`src/mm3_pkg.sv`:
```
// Shared types and constants for the MurmurHash3 x86_32 byte hasher.
package mm3_pkg;

    // Mixing and finalizer constants of the x86_32 variant.
    localparam logic [31:0] MIX_C1    = 32'hcc9e2d51;
    localparam logic [31:0] MIX_C2    = 32'h1b873593;
    localparam logic [31:0] MIX_ADD   = 32'he6546b64;
    localparam logic [31:0] FIN_C1    = 32'h85ebca6b;
    localparam logic [31:0] FIN_C2    = 32'hc2b2ae35;
    localparam logic [31:0] SEED_INIT = 32'd42;

    // Depth of the job queue between the byte packer and the mixer.
    localparam int QUEUE_DEPTH = 2;
    localparam int QPTR_W      = (QUEUE_DEPTH > 1) ? $clog2(QUEUE_DEPTH) : 1;
    localparam int QCNT_W      = $clog2(QUEUE_DEPTH + 1);

    // One unit of work for the mixer: a full block, or the message tail.
    typedef struct packed {
        logic [31:0] word;      // little-endian block or zero-padded tail
        logic        full;      // four bytes: full block mix
        logic        last;      // message ends with this job
        logic        first;     // first job of the message
        logic [31:0] length;    // byte length of the message, valid on last
        logic [31:0] seed;      // seed of the message, used on first
    } t_job;

    // Rotate helpers for the block mix.
    function automatic logic [31:0] rotl15(input logic [31:0] x);
        rotl15 = {x[16:0], x[31:17]};
    endfunction

    function automatic logic [31:0] rotl13(input logic [31:0] x);
        rotl13 = {x[18:0], x[31:19]};
    endfunction

endpackage

```
`src/mm3_front.sv`:
```
// Byte packer: gathers message bytes into blocks and issues mixer jobs.
module mm3_front (
    input  logic          i_clk,
    input  logic          i_rst_n,
    input  logic          i_cfg_valid,
    input  logic [31:0]   i_cfg_data,
    input  logic          i_push,
    input  logic [7:0]    i_data_byte,
    input  logic          i_last_byte,
    input  logic          i_job_full,
    output logic          o_job_push,
    output mm3_pkg::t_job o_job
);
    import mm3_pkg::*;

    logic [31:0] r_seed;
    logic [31:0] r_msg_seed;
    logic [23:0] r_partial;
    logic [1:0]  r_cnt;
    logic [31:0] r_len;
    logic        r_busy;
    logic        r_sent;

    logic        accept;
    logic        emit;
    logic [31:0] len_n;
    logic [31:0] seed_cur;
    logic [31:0] merged;

    assign accept   = i_push && !i_job_full;
    assign len_n    = r_len + 32'd1;
    assign seed_cur = r_busy ? r_msg_seed : r_seed;
    assign emit     = (r_cnt == 2'd3) || i_last_byte;

    // Place the new byte at its little-endian lane above the bytes so far.
    always_comb begin
        unique case (r_cnt)
            2'd0: merged = {24'd0, i_data_byte};
            2'd1: merged = {16'd0, i_data_byte, r_partial[7:0]};
            2'd2: merged = {8'd0, i_data_byte, r_partial[15:0]};
            2'd3: merged = {i_data_byte, r_partial};
            default: merged = {i_data_byte, r_partial};
        endcase
    end

    // Job handed to the queue on a full block or on the final byte.
    assign o_job_push   = accept && emit;
    assign o_job.word   = merged;
    assign o_job.full   = (r_cnt == 2'd3);
    assign o_job.last   = i_last_byte;
    assign o_job.first  = !r_sent;
    assign o_job.length = len_n;
    assign o_job.seed   = seed_cur;

    // Seed register, written through the configuration channel.
    always_ff @(posedge i_clk) begin
        if (!i_rst_n) begin
            r_seed <= SEED_INIT;
        end else if (i_cfg_valid) begin
            r_seed <= i_cfg_data;
        end
    end

    // Per-message packing state.
    always_ff @(posedge i_clk) begin
        if (!i_rst_n) begin
            r_partial <= '0;
            r_cnt     <= '0;
            r_len     <= '0;
            r_busy    <= 1'b0;
            r_sent    <= 1'b0;
        end else if (accept) begin
            if (i_last_byte) begin
                r_partial <= '0;
                r_cnt     <= '0;
                r_len     <= '0;
                r_busy    <= 1'b0;
                r_sent    <= 1'b0;
            end else begin
                r_partial <= (r_cnt == 2'd3) ? 24'd0 : merged[23:0];
                r_cnt     <= r_cnt + 2'd1;
                r_len     <= len_n;
                r_busy    <= 1'b1;
                r_sent    <= r_sent || emit;
            end
        end
    end

    // The message seed is captured as the first byte arrives.
    always_ff @(posedge i_clk) begin
        if (accept) begin
            r_msg_seed <= seed_cur;
        end
    end

    // A final byte always closes the message and restarts the packer.
    assert property (@(posedge i_clk) disable iff (!i_rst_n)
        accept && i_last_byte |=> (r_cnt == 2'd0) && !r_busy && !r_sent)
        else $error("packer did not restart after the final byte");

    // Every fourth byte of a message produces a job.
    assert property (@(posedge i_clk) disable iff (!i_rst_n)
        accept && (r_cnt == 2'd3) |-> o_job_push && o_job.full)
        else $error("full block was not issued");

endmodule

```
`src/mm3_queue.sv`:
```
// Short job queue between the byte packer and the mixer.
module mm3_queue (
    input  logic          i_clk,
    input  logic          i_rst_n,
    input  logic          i_push,
    input  mm3_pkg::t_job i_job,
    output logic          o_full,
    input  logic          i_pop,
    output mm3_pkg::t_job o_job,
    output logic          o_empty
);
    import mm3_pkg::*;

    t_job              r_mem [QUEUE_DEPTH];
    logic [QPTR_W-1:0] r_wr_ptr;
    logic [QPTR_W-1:0] r_rd_ptr;
    logic [QCNT_W-1:0] r_count;

    logic do_push;
    logic do_pop;

    assign o_full  = (r_count == QCNT_W'(QUEUE_DEPTH));
    assign o_empty = (r_count == '0);
    assign do_push = i_push && !o_full;
    assign do_pop  = i_pop && !o_empty;
    assign o_job   = r_mem[r_rd_ptr];

    // Entry storage.
    always_ff @(posedge i_clk) begin
        if (do_push) begin
            r_mem[r_wr_ptr] <= i_job;
        end
    end

    // Pointers and fill count.
    always_ff @(posedge i_clk) begin
        if (!i_rst_n) begin
            r_wr_ptr <= '0;
            r_rd_ptr <= '0;
            r_count  <= '0;
        end else begin
            if (do_push) begin
                r_wr_ptr <= (r_wr_ptr == QPTR_W'(QUEUE_DEPTH - 1)) ? '0 : r_wr_ptr + 1'b1;
            end
            if (do_pop) begin
                r_rd_ptr <= (r_rd_ptr == QPTR_W'(QUEUE_DEPTH - 1)) ? '0 : r_rd_ptr + 1'b1;
            end
            if (do_push && !do_pop) begin
                r_count <= r_count + 1'b1;
            end else if (do_pop && !do_push) begin
                r_count <= r_count - 1'b1;
            end
        end
    end

    // The fill count never passes the depth.
    assert property (@(posedge i_clk) disable iff (!i_rst_n)
        r_count <= QCNT_W'(QUEUE_DEPTH))
        else $error("job queue overfilled");

endmodule

```
`src/mm3_back.sv`:
```
// Mixer: runs block mixes and the finalizer as a sequence of multiply steps.
module mm3_back (
    input  logic          i_clk,
    input  logic          i_rst_n,
    input  mm3_pkg::t_job i_job,
    input  logic          i_job_empty,
    output logic          o_job_pop,
    input  logic          i_pop,
    output logic          o_empty,
    output logic [31:0]   o_hash_value
);
    import mm3_pkg::*;

    localparam logic [2:0] S_IDLE = 3'd0;
    localparam logic [2:0] S_K1   = 3'd1;
    localparam logic [2:0] S_K2   = 3'd2;
    localparam logic [2:0] S_MIX  = 3'd3;
    localparam logic [2:0] S_FIN0 = 3'd4;
    localparam logic [2:0] S_FIN1 = 3'd5;
    localparam logic [2:0] S_FIN2 = 3'd6;
    localparam logic [2:0] S_FIN3 = 3'd7;

    logic [2:0]  r_state;
    logic [2:0]  n_state;
    t_job        r_job;
    logic [31:0] r_h;
    logic [31:0] n_h;
    logic [31:0] r_acc;
    logic [31:0] n_acc;
    logic        r_out_valid;
    logic        n_out_valid;
    logic [31:0] r_out_hash;

    logic        load_job;
    logic        load_out;
    logic [31:0] mixed;
    logic [31:0] fin_t;
    logic [31:0] fin_x;

    assign mixed = rotl13(r_h ^ r_acc);
    assign fin_t = r_h ^ r_job.length;
    assign fin_x = r_acc ^ {13'd0, r_acc[31:13]};

    assign load_job = (r_state == S_IDLE) && !i_job_empty;
    assign load_out = (r_state == S_FIN3) && (!r_out_valid || i_pop);
    assign o_job_pop = load_job;

    // Sequencer: one multiply per step, registered before the next.
    always_comb begin
        n_state = r_state;
        n_h     = r_h;
        n_acc   = r_acc;
        unique case (r_state)
            S_IDLE: begin
                if (load_job) begin
                    if (i_job.first) begin
                        n_h = i_job.seed;
                    end
                    n_state = S_K1;
                end
            end
            S_K1: begin
                n_acc   = r_job.word * MIX_C1;
                n_state = S_K2;
            end
            S_K2: begin
                n_acc   = rotl15(r_acc) * MIX_C2;
                n_state = S_MIX;
            end
            S_MIX: begin
                if (r_job.full) begin
                    n_h = (mixed << 2) + mixed + MIX_ADD;
                end else begin
                    n_h = r_h ^ r_acc;
                end
                n_state = r_job.last ? S_FIN0 : S_IDLE;
            end
            S_FIN0: begin
                n_acc   = fin_t ^ {16'd0, fin_t[31:16]};
                n_state = S_FIN1;
            end
            S_FIN1: begin
                n_acc   = r_acc * FIN_C1;
                n_state = S_FIN2;
            end
            S_FIN2: begin
                n_acc   = fin_x * FIN_C2;
                n_state = S_FIN3;
            end
            S_FIN3: begin
                if (load_out) begin
                    n_state = S_IDLE;
                end
            end
            default: n_state = S_IDLE;
        endcase
    end

    // Result register: loaded by the finalizer, cleared by a transfer out.
    always_comb begin
        n_out_valid = r_out_valid;
        if (load_out) begin
            n_out_valid = 1'b1;
        end else if (i_pop && r_out_valid) begin
            n_out_valid = 1'b0;
        end
    end

    // Control state.
    always_ff @(posedge i_clk) begin
        if (!i_rst_n) begin
            r_state     <= S_IDLE;
            r_out_valid <= 1'b0;
        end else begin
            r_state     <= n_state;
            r_out_valid <= n_out_valid;
        end
    end

    // Datapath registers.
    always_ff @(posedge i_clk) begin
        r_h   <= n_h;
        r_acc <= n_acc;
        if (load_job) begin
            r_job <= i_job;
        end
        if (load_out) begin
            r_out_hash <= r_acc ^ {16'd0, r_acc[31:16]};
        end
    end

    assign o_empty      = !r_out_valid;
    assign o_hash_value = r_out_hash;

    // A waiting result is never overwritten before its transfer.
    assert property (@(posedge i_clk) disable iff (!i_rst_n)
        r_out_valid && !i_pop |=> r_out_valid && $stable(r_out_hash))
        else $error("pending hash was overwritten");

    // Jobs are taken only by an idle sequencer.
    assert property (@(posedge i_clk) disable iff (!i_rst_n)
        o_job_pop |-> (r_state == S_IDLE) && !i_job_empty)
        else $error("job taken while mixer busy");

endmodule

```
`src/murmur3_32_byte_hasher_top.sv`:
```
// Top level of the MurmurHash3 x86_32 byte-stream hasher.
//
// Usage: a message enters one byte per transfer on the push/full side, with
// i_last_byte set on its final byte. One 32-bit hash leaves per message on
// the empty/pop side, in message order. The seed is written through the
// i_cfg_valid/o_cfg_ready channel (always ready) and applies from the next
// message that starts after the write; reset loads seed 42.
// Bytes are packed into little-endian blocks by the front end, which takes
// one byte per cycle while the queue is not full. Every fourth byte and
// every final byte becomes a job in a two-entry queue. The mixer runs a block
// job through the steps IDLE, K1, K2 and MIX, and a final job (tail or block
// mix plus finalizer) on through FIN0 to FIN3, at most one 32-bit multiply
// per step, so block mixing keeps pace with one byte per cycle; short
// messages back to back are limited by the finalizer, the queue filling and
// stalling the input. A message's hash is loaded into the output register
// in FIN3 of its final job, which starts only after all earlier jobs.
// full rises while the queue holds two jobs; when the receiver does not pop,
// the result stays in the output register, the mixer waits in its last
// step, and the queue then fills and stalls the input.
// Synchronous reset clears packer, queue, mixer and output control state.
module murmur3_32_byte_hasher_top (
    input  logic        i_clk,
    input  logic        i_rst_n,
    input  logic        i_cfg_valid,
    output logic        o_cfg_ready,
    input  logic [31:0] i_cfg_data,
    input  logic        i_push,
    output logic        o_full,
    input  logic [7:0]  i_data_byte,
    input  logic        i_last_byte,
    input  logic        i_pop,
    output logic        o_empty,
    output logic [31:0] o_hash_value
);
    import mm3_pkg::*;

    t_job front_job;
    t_job queue_job;
    logic job_push;
    logic job_full;
    logic job_pop;
    logic job_empty;

    assign o_cfg_ready = 1'b1;
    assign o_full      = job_full;

    // Byte packer.
    mm3_front u_front (
        .i_clk       (i_clk),
        .i_rst_n     (i_rst_n),
        .i_cfg_valid (i_cfg_valid),
        .i_cfg_data  (i_cfg_data),
        .i_push      (i_push),
        .i_data_byte (i_data_byte),
        .i_last_byte (i_last_byte),
        .i_job_full  (job_full),
        .o_job_push  (job_push),
        .o_job       (front_job)
    );

    // Job queue.
    mm3_queue u_queue (
        .i_clk   (i_clk),
        .i_rst_n (i_rst_n),
        .i_push  (job_push),
        .i_job   (front_job),
        .o_full  (job_full),
        .i_pop   (job_pop),
        .o_job   (queue_job),
        .o_empty (job_empty)
    );

    // Mixer and result register.
    mm3_back u_back (
        .i_clk        (i_clk),
        .i_rst_n      (i_rst_n),
        .i_job        (queue_job),
        .i_job_empty  (job_empty),
        .o_job_pop    (job_pop),
        .i_pop        (i_pop),
        .o_empty      (o_empty),
        .o_hash_value (o_hash_value)
    );

endmodule

```
`config.mk`:
```
export PLATFORM = sky130hd
export DESIGN_NAME = murmur3_32_byte_hasher_top
export DESIGN_NICKNAME = d
export VERILOG_FILES = /design/src/mm3_pkg.sv /design/src/mm3_front.sv /design/src/mm3_queue.sv /design/src/mm3_back.sv /design/src/murmur3_32_byte_hasher_top.sv
export SDC_FILE = /design/constraint.sdc
export NUM_CORES = 2
export LEC_CHECK = 0
export ABC_CLOCK_PERIOD_IN_PS = 7200
export CAP_MARGIN = 30
export CORE_UTILIZATION = 60
export CTS_BUF_LIST = sky130_fd_sc_hd__clkbuf_4 sky130_fd_sc_hd__clkbuf_8 sky130_fd_sc_hd__clkbuf_16
export DETAILED_ROUTE_END_ITERATION = 16
export DONT_BUFFER_PORTS = 1
export HOLD_SLACK_MARGIN = 0.15
export PLACE_DENSITY = 0.82
export RECOVER_POWER = 100
export SLEW_MARGIN = 0
export SYNTH_ARGS = -nofsm -noshare
export SYNTH_HDL_FRONTEND = slang
export SYNTH_SLANG_ARGS = --single-unit
export TNS_END_PERCENT = 30
```
`constraint.sdc`:
```
create_clock -name i_clk -period 7.2 [get_ports i_clk]
set_clock_uncertainty 0.1 [all_clocks]
set_input_delay 1.44 -clock i_clk [delete_from_list [all_inputs] [get_ports i_clk]]
set_output_delay 1.44 -clock i_clk [all_outputs]
set_load 0.005 [all_outputs]
```
==> out/results.txt <==
Status = finished, violations left
Violated checks = setup timing
TNS Setup = -0.458 ns
#FFs+latches synth = 493
Starting Density = 60.6%
Critical path type = reg2reg
Multi-input gate area = 0.0365 mm^2
Via density = 5.84
Die area = 0.0922 mm^2
Placed cell count = 6516
Nets@finish = 6942
Mapped Cells = 5021
Slew margin rel. = 29.4%
Port bufs = 0
Htree depth = 2
CTS tree = done
Reg2reg start = u_back.r_acc[0]
Final worst path period need = 7.38 ns
Latest clock arrival within the worst-skew pair = 0.66 ns
DRC viols = 0
Crit path max fanout = 10
Detailed placement HPWL = 137000 um
Final WL = 166000 um
Dpl cell area = 0.0591 mm^2
Ys Warns = 0
Reg clk slew, reported paths = 0.07 ns
RSZ-0062 raised after global routing = yes
Setup-failing EPs final = 5
Layout cell share with drive strength beyond 1 = 14.0%
Reg area = 0.0138 mm^2
Crit path launch type = register
DIE WIDTH = 304 um
DIE HEIGHT = 304 um
Seq/Total Area, Yosys = 25.3%
Share of the synthesized area in the top cell type = 26.3%
Reg2reg end = u_back.r_acc[29]
FF-to-FF setup slack = -0.18 ns
Largest net degree at the start of global routing = 102
Final hold violations = 0
Area growth from synthesis to layout = 12.8%
DR vias = 38800
EDFF count, synth = 392
Fillcell total = 6621
Most frequent cells in the layout = inv_1, ha_1, fa_1
Asr flop ratio synth = 0%
Hold depth = 2
1st-iter DRT viols = 3781
Syn Area/Cell = 10.9 um^2
Core area = 0.0900 mm^2
Congestion Overflow GR = 0
Area leader, netlist = fa_1
Post-Syn Area = 0.0546 mm^2
Critical Path Sink Type = register
Final period utilization = 102%
Clock root buffer master = clkbuf_16
Max Cap Violations = 0
Commonest non-fill, non-tap cell in the layout = inv_1
Global-route usage over all layers = 36.5%
Worst Reg2Reg Path Length in Cells = 23
Worst Hold Class = reg2reg
Final worst slack = -0.177 ns
Cell variety after synth = 77
Vias in the first global route = 40800
Hold path endpoint = u_front.r_seed[1]
Num CTS Buffers = 52
Top FF cell, synth = edfxtp_1
Highest Clock Rate = 136 MHz
Critical path arrival = 7.65 ns
Clk sinks = 493
Min Hold Slack = 0.375 ns
Longest Clk Path Bufs = 3
Wire per inst = 25.0 um
Gpl congestion = 1.07
Antenna Nets Post-Route = 0
Non-Filler Instances = 6642
I/O pin cnt = 81
Critical path required time = 7.48 ns
Initial DRT Pass Iterations = 7
Slew Viols, Final = 0
Initial antenna violation count = 3
Least-Margin Pin Slew = 1.06 ns
First-pass GRT wire length = 250000 um
Syn Nets = 6541
Post-route cell area = 0.0616 mm^2
Row cnt = 110
Synth area leaders = fa_1, edfxtp_1, ha_1
Hold bufs inserted after CTS = 0
Hold path start = u_front.r_seed[1]
-- cells by family after synthesis --
family | Yosys count | share of synthesized area [%]
xor+xnor | 383 | 6.15
buf+inv | 1322 | 9.11
mux | 171 | 3.37
flops | 493 | 25.3
compound gates | 609 | 7.19
fa+ha+maj | 1474 | 43.7
other cells | 1 | 0.00687
simple gates | 568 | 5.25
-- metrics by stage --
| stage | util, % | worst slack, ns |
|---|---|---|
| 2_1_floorplan | - | 0.00370 |
| 3_3_place_gp | 65.6 | -0.156 |
| 3_5_place_dp | 65.7 | -0.306 |
| 4_1_cts | 67.8 | -0.125 |
| 5_1_grt | 68.4 | -0.305 |
| 6_report | 68.4 | -0.177 |
-- sequential cells by signal, summed over array words and instances, names as in the netlist, 24 cells and up, named ones only --
| register | cells |
|---|---|
| u_front.r_partial | 24 |
| u_front.r_seed | 32 |
| u_back.r_acc | 32 |
| u_queue.r_mem | 198 |
| u_front.r_len | 32 |
| u_back.r_job | 66 |
| u_front.r_msg_seed | 32 |
| u_back.r_h | 32 |
| u_back.o_hash_value | 32 |
-- metal layers --
metal  part of all wire (%)  vias to the layer above  routed length (um)  GRT usage [%]
met2                     46                     1943               75600           58.1
met3                     10                      501               16900           7.61
met1                     38                    19300               63600           47.9
li1                       -                    17100                   -              -
met5                 0.0060                        -                  10              0
met4                    5.9                        2                9740           17.3
-- worst max-delay path: stages (launching register included) --
cell and delay, ns:
edfxtp_1 0.45, buf_4 0.25, ha_1 0.42, fa_1 0.53
inv_1 0.06, fa_1 0.50, fa_1 0.51, inv_1 0.06
fa_1 0.56, fa_1 0.44, fa_1 0.51, inv_1 0.06
fa_1 0.49, inv_1 0.07, ha_1 0.34, nand4_1 0.17
buf_4 0.20, o311ai_1 0.33, or2_4 0.20, a21o_1 0.13
nand2_1 0.08, mux2i_2 0.24, nand4_1 0.18, o211a_1 0.21
-- cell usage after synthesis (all sizes together) (29+ instances only) --
| cell | instances |
|---|---|
| a21oi | 153 |
| fa | 717 |
| mux2i | 68 |
| nand2 | 127 |
| mux2 | 103 |
| nor2 | 147 |
| nor3 | 31 |
| nand3 | 41 |
| dfxtp | 101 |
| xor2 | 130 |
| clkbuf | 86 |
| and2 | 29 |
| inv | 1219 |
| a21o | 48 |
| o21ai | 135 |
| ha | 757 |
| a22oi | 61 |
| nor2b | 88 |
| xnor2 | 253 |
| edfxtp | 392 |
-- what timing repair did --
item,in CTS,in global routing
setup endpoints to repair,9,17
resized for setup,29,83
pin swaps,23,58
setup buffers,4,25
-- how the worst max path moves through the flow --
stage	slack, ns	startpoint	depth (start not counted)	to
6_report	-0.18	u_back.r_acc[0]	23	u_back.r_acc[29]
5_1_grt	-0.30	u_back.r_acc[28]	26	u_back.r_acc[31]
3_5_place_dp	-0.31	u_back.r_acc[8]	25	u_back.r_acc[31]
2_1_floorplan	0.004	u_back.r_acc[22]	26	u_back.r_acc[31]
4_1_cts	-0.13	u_back.r_acc[19]	28	u_back.r_acc[29]
3_3_place_gp	-0.16	u_back.r_acc[8]	25	u_back.r_acc[31]
-- cell type report --
class	count	share of cell area [%]
tap	1176	2.39
clock buffer	78	2.51
timing repair buffer	450	5.65
antenna	1	0.00406
multi-input combinational	3206	59.3
inverter	1219	7.44
sequential	493	22.4
clock inverter	19	0.329
Power is not shown: default switching activity piles up to over one toggle a cycle in this logic, so the estimate is an artifact.
